--- src/sv/afu_pkg.sv ---
`timescale 1ns / 1ps
package afu_pkg;

    // Activation codes of the configuration register
    localparam logic [2:0] KIND_SIGMOID = 3'd0;
    localparam logic [2:0] KIND_TANH    = 3'd1;
    localparam logic [2:0] KIND_LINEAR  = 3'd2;
    localparam logic [2:0] KIND_RELU    = 3'd3;
    localparam logic [2:0] KIND_STEP    = 3'd4;

    // Operation codes of an item
    localparam logic OP_FORWARD = 1'b0;
    localparam logic OP_DERIV   = 1'b1;

    // Exponent datapath: Q0.32, value 1.0 needs one more bit
    localparam int EXP_W    = 33;
    localparam int EXP_FRAC = 32;
    // Magnitude of the exponent argument: 2*|x| needs 17 bits
    localparam int ARG_W    = 17;
    // Wide signed word for derivative products
    localparam int PROD_W   = 36;

    // Side information that travels with each item through the pipeline
    typedef struct packed {
        logic               vld;
        logic               use_exp;
        logic               is_tanh;
        logic               neg;
        logic signed [15:0] simple;
    } t_tag;

    // e^-(2^k / 2^frac) in Q0.32, worked out at elaboration
    function automatic logic [EXP_FRAC-1:0] exp_const(input int k, input int frac);
        real    r;
        longint v;
        r = $exp(-(2.0 ** (k - frac))) * (2.0 ** EXP_FRAC);
        v = longint'(r);
        if (v > 64'sd4294967295) begin
            v = 64'sd4294967295;
        end
        return v[EXP_FRAC-1:0];
    endfunction

    // Clamp to the signed 16-bit range
    function automatic logic signed [15:0] sat16(input logic signed [PROD_W-1:0] v);
        logic signed [15:0] r;
        if (v > 36'sd32767) begin
            r = 16'sh7FFF;
        end else if (v < -36'sd32768) begin
            r = 16'sh8000;
        end else begin
            r = v[15:0];
        end
        return r;
    endfunction

endpackage

--- src/sv/afu_div.sv ---
`timescale 1ns / 1ps
module afu_div #(
    parameter int FRAC_BITS = 12
) (
    input  logic                        i_clk,
    input  logic                        i_rst_n,
    input  logic                        i_en,
    input  logic [afu_pkg::EXP_W:0]     i_num,
    input  logic [afu_pkg::EXP_W:0]     i_den,
    input  afu_pkg::t_tag               i_tag,
    output logic [FRAC_BITS+1:0]        o_q,
    output afu_pkg::t_tag               o_tag
);
    import afu_pkg::*;

    // floor(num * 2^(F+1) / den), num <= den: one quotient bit per stage
    localparam int QW = FRAC_BITS + 2;
    localparam int DW = EXP_W + 1;
    localparam int RW = DW + 1;

    logic [RW-1:0] r_rem [QW];
    logic [DW-1:0] r_den [QW];
    logic [QW-1:0] r_q   [QW];
    t_tag          r_tag [QW];

    genvar j;
    generate
        for (j = 0; j < QW; j++) begin : g_stage
            logic [RW-1:0] rem_in;
            logic [DW-1:0] den_in;
            logic [QW-1:0] q_in;
            t_tag          tag_in;
            logic          ge;
            logic [RW-1:0] rem_sub;

            if (j == 0) begin : g_first
                assign rem_in = RW'(i_num);
                assign den_in = i_den;
                assign q_in   = '0;
                assign tag_in = i_tag;
            end else begin : g_next
                assign rem_in = r_rem[j-1];
                assign den_in = r_den[j-1];
                assign q_in   = r_q[j-1];
                assign tag_in = r_tag[j-1];
            end

            assign ge      = rem_in >= RW'(den_in);
            assign rem_sub = ge ? rem_in - RW'(den_in) : rem_in;

            always_ff @(posedge i_clk) begin
                if (!i_rst_n) begin
                    r_tag[j].vld <= 1'b0;
                end else if (i_en) begin
                    r_rem[j] <= {rem_sub[RW-2:0], 1'b0};
                    r_den[j] <= den_in;
                    r_q[j]   <= {q_in[QW-2:0], ge};
                    r_tag[j] <= tag_in;
                end
            end
        end
    endgenerate

    assign o_q   = r_q[QW-1];
    assign o_tag = r_tag[QW-1];

endmodule

--- config.mk ---
export PLATFORM = sky130hd
export DESIGN_NAME = afu_div
export DESIGN_NICKNAME = d
export VERILOG_FILES = /design/src/sv/afu_pkg.sv /design/src/sv/afu_div.sv
export SDC_FILE = /design/constraint.sdc
export NUM_CORES = 2
export LEC_CHECK = 0
export ABC_AREA = 1
export BUFFER_PORTS_ARGS = -buffer_cell sky130_fd_sc_hd__buf_2
export CELL_PAD_IN_SITES_DETAIL_PLACEMENT = 0
export CELL_PAD_IN_SITES_GLOBAL_PLACEMENT = 1
export CORE_MARGIN = 4
export CORE_UTILIZATION = 32
export CTS_BUF_LIST = sky130_fd_sc_hd__clkbuf_2 sky130_fd_sc_hd__clkbuf_4 sky130_fd_sc_hd__clkbuf_8
export CTS_CLUSTER_SIZE = 24
export DETAILED_ROUTE_END_ITERATION = 12
export PLACE_DENSITY_LB_ADDON = 0.1
export SLEW_MARGIN = 20
export SYNTH_ARGS = -nofsm -noshare
export SYNTH_HDL_FRONTEND = slang
export SYNTH_SLANG_ARGS = --single-unit
--- constraint.sdc ---
create_clock -name i_clk -period 66.3 [get_ports i_clk]
set_clock_uncertainty 0.1 [all_clocks]
set_input_delay 19.89 -clock i_clk [delete_from_list [all_inputs] [get_ports i_clk]]
set_output_delay 19.89 -clock i_clk [all_outputs]
set_load 0.01 [all_outputs]
==> results.yml <==
clock_network:
  cts.clk_slew.worst_paths_ns: 0.06
  cts_buffers: 224
  cts_sinks: 1269
  cts-hold-fix-buffers: 0
  cts-root-buf: "clkbuf_8"
  cts_tree: "done"
  cts.repair.resized: 0
  clock_latency_ns: 0.98
  cts.path.max_buffers: 3
  htree_levels: 4
  cts_setup_buffers: 0
detailed_routing:
  wl_um: 259400
  antenna_left: 0
  via_per_inst: 4.599
  vias: 61750
  drc: 0
  drtIter0Drc: 4705
  drt_pass1_iterations: 8
  routedWlPerCell_um: 19.32
critical_path:
  crit_path_start_kind: "input port"
  worstRegToRegCells: 10
  cp_slowest_cell: "buf_4"
  cp_cell_sequence: "buf_2 > nand2_1 > inv_8 > buf_4 > buf_4 > buf_12 > buf_4 > buf_4"
  r2r-end: "r_rem[1][26]$_DFFE_PP_"
  crit_top_cell: "buf_4"
  crit_path_max_incr_delay_ns: 0.80
  crit_start: "i_rst_n"
  crit_required_ns: 66.76
  rrSetupSlack_ns: 62.54
  r2r_start: "r_rem[0][32]$_DFFE_PP_"
  crit_end: "r_q[5][4]$_DFFE_PP_"
  cp_max_fo: 165
  crit_path_end_kind: "flip-flop"
  arrival_ns: 25.20
  critPathKind: "input port to flip-flop"
grt:
  grt_pass1_wl_um: 381000
  grt_max_degree: 166
  grtUsageTotal: 0.2014
  grt_pass1_vias: 59080
  gr-total-overflow: 0
  grt_antenna_before_repair: 19
timing:
  layout_min_cycle_time_ns: 24.74
  final-hold-violation-count: 0
  final_max_slew_viol_count: 0
  period_share: 0.3732
  setup_tns_ns: 0
  holdWs_ns: 0.2907
  max-slew-margin-rel: 0.3041
  setup_viol: 0
  max_freq_mhz: 40.42
  tightest_slew_ns: 1.044
  rsz0062_at_grt: "false"
power:
  vdd_drop_max_uv: 17.72
  power_leakage_nw: 42.21
  power_density_nw_per_um2: 25.71
floorplanning:
  core_um2: 243500
  die_h_um: 502.9
  die_width_um: 502.9
  placementRows: 181
  io_pins: 125
  start_util: 0.3219
  die_area_um2: 252900
place:
  gp_congestion: 0.8756
  dp.cells: 13020
  portBuffers: 124
  dp_hpwl_um: 209000
logic_synthesis:
  yosysWarnings: 0
  avgSynthCellArea_um2: 8.034
  ys_ff_latch: 1269
  syn_inst: 9755
  synth_cell_type_count: 40
  yosysSeqAreaShare: 0.4861
  syn-cell-area_um2: 78370
  syn-num-nets: 10330
final_layout:
  final_common_cell: "nand2_1"
  fillers: 25720
  areaGrowthSynthToFinish_pct: 11.03
  finalNetCount: 10620
  drive_gt1_frac: 0.06389
  final_util: 0.3574
  layout_common_cells: "3794 x nand2_1, 1756 x inv_1, 1268 x edfxtp_1"
  fin_cells: 13430
min_path:
  hold_start: "r_tag[4][6]$_DFFE_PP_"
  hp-class: "flip-flop to flip-flop"
run_status:
  status: "completed"
job:
  max_cap_viol_count: 0
## state kept, by name, indices dropped and copies added (netlist names)
| name | count |
|---|---|
| r_den | 442 |
| r_rem | 442 |
| r_q | 105 |
| r_tag | 280 |
## cell families after synthesis
logic type,count (synthesis),share of synthesized area
compound gates,569,0.03744
xor+xnor,233,0.02604
fa+ha+maj,488,0.07915
buf+inv,1871,0.09628
flops,1269,0.4861
simple gates,5325,0.2750
## synthesized netlist by cell type (all sizes together)
cell,number,area [um2]
a21boi,1,7.510
a21o,1,7.510
a21oi,381,1911
and3,10,62.56
buf,79,779.5
clkbuf,1,3.750
dfxtp,1,20.02
edfxtp,1268,38080
fa,13,260.3
ha,475,5943
inv,1791,6763
nand2,3871,14790
nand3,437,2252
nand3b,87,653.1
nand4,52,325.3
nor2,791,3054
nor3,66,335.3
nor4,3,31.28
o211ai,2,15.01
o21a,1,7.510
o21ai,155,775.7
o21bai,28,210.2
or2,8,50.05
xnor2,33,289.0
xor2,200,1752
## worst min path at each step
stage                             end  depth (start not counted)  slack, ns
2_1_floorplan    r_q[0][15]$_DFFE_PP_                          0       0.30
3_3_place_gp   r_tag[2][32]$_DFFE_PP_                          0       0.30
3_5_place_dp      r_q[6][6]$_DFFE_PP_                          0       0.30
4_1_cts        r_tag[4][26]$_DFFE_PP_                          0       0.29
5_1_grt        r_tag[4][28]$_DFFE_PP_                          0       0.29
6_report       r_tag[4][26]$_DFFE_PP_                          0       0.29
## report_power, final
group	leakage (nW)	internal [mW]	switching (mW)
clock	2.42	0.415	0.348
sequential	11.9	0.951	0.0370
combinational	27.8	0.146	0.339
total	42.2	1.51	0.725
## through the flow
stage	power (mW)	setup WS (ns)	cell area, um2
floorplan	1.365	20.46	78370
global placement	1.493	40.68	82360
detailed placement	1.491	40.53	82360
CTS	2.274	41.59	87010
global route	2.375	41.12	87010
finish	2.237	41.56	87020
## layer usage
metal	global-route usage	up-vias	routed length [um]
li1	-	31410	-
met2	0.3153	1352	114400
met4	0.04907	6	6037
met5	0	-	41
met1	0.2904	28680	125700
met3	0.03247	304	13160
## critical path, delay by kind of cell
family,cells,cell delay (ns)
buffers and inverters,7,4.44
and+or+nand+nor,1,0.34
## final cells by class
type / count / area (um2) / area share
diodes: 5 / 12.51 / 0.0001438
clock buffers: 281 / 3523 / 0.04049
clock inverters: 124 / 1127 / 0.01295
inverters: 1791 / 6770 / 0.07780
multi-input cells: 6615 / 32730 / 0.3761
flip-flops and latches: 1269 / 38100 / 0.4378
well taps: 3202 / 4006 / 0.04604
repair buffers: 140 / 753.2 / 0.008656
Power figures use the tool's default switching activity.
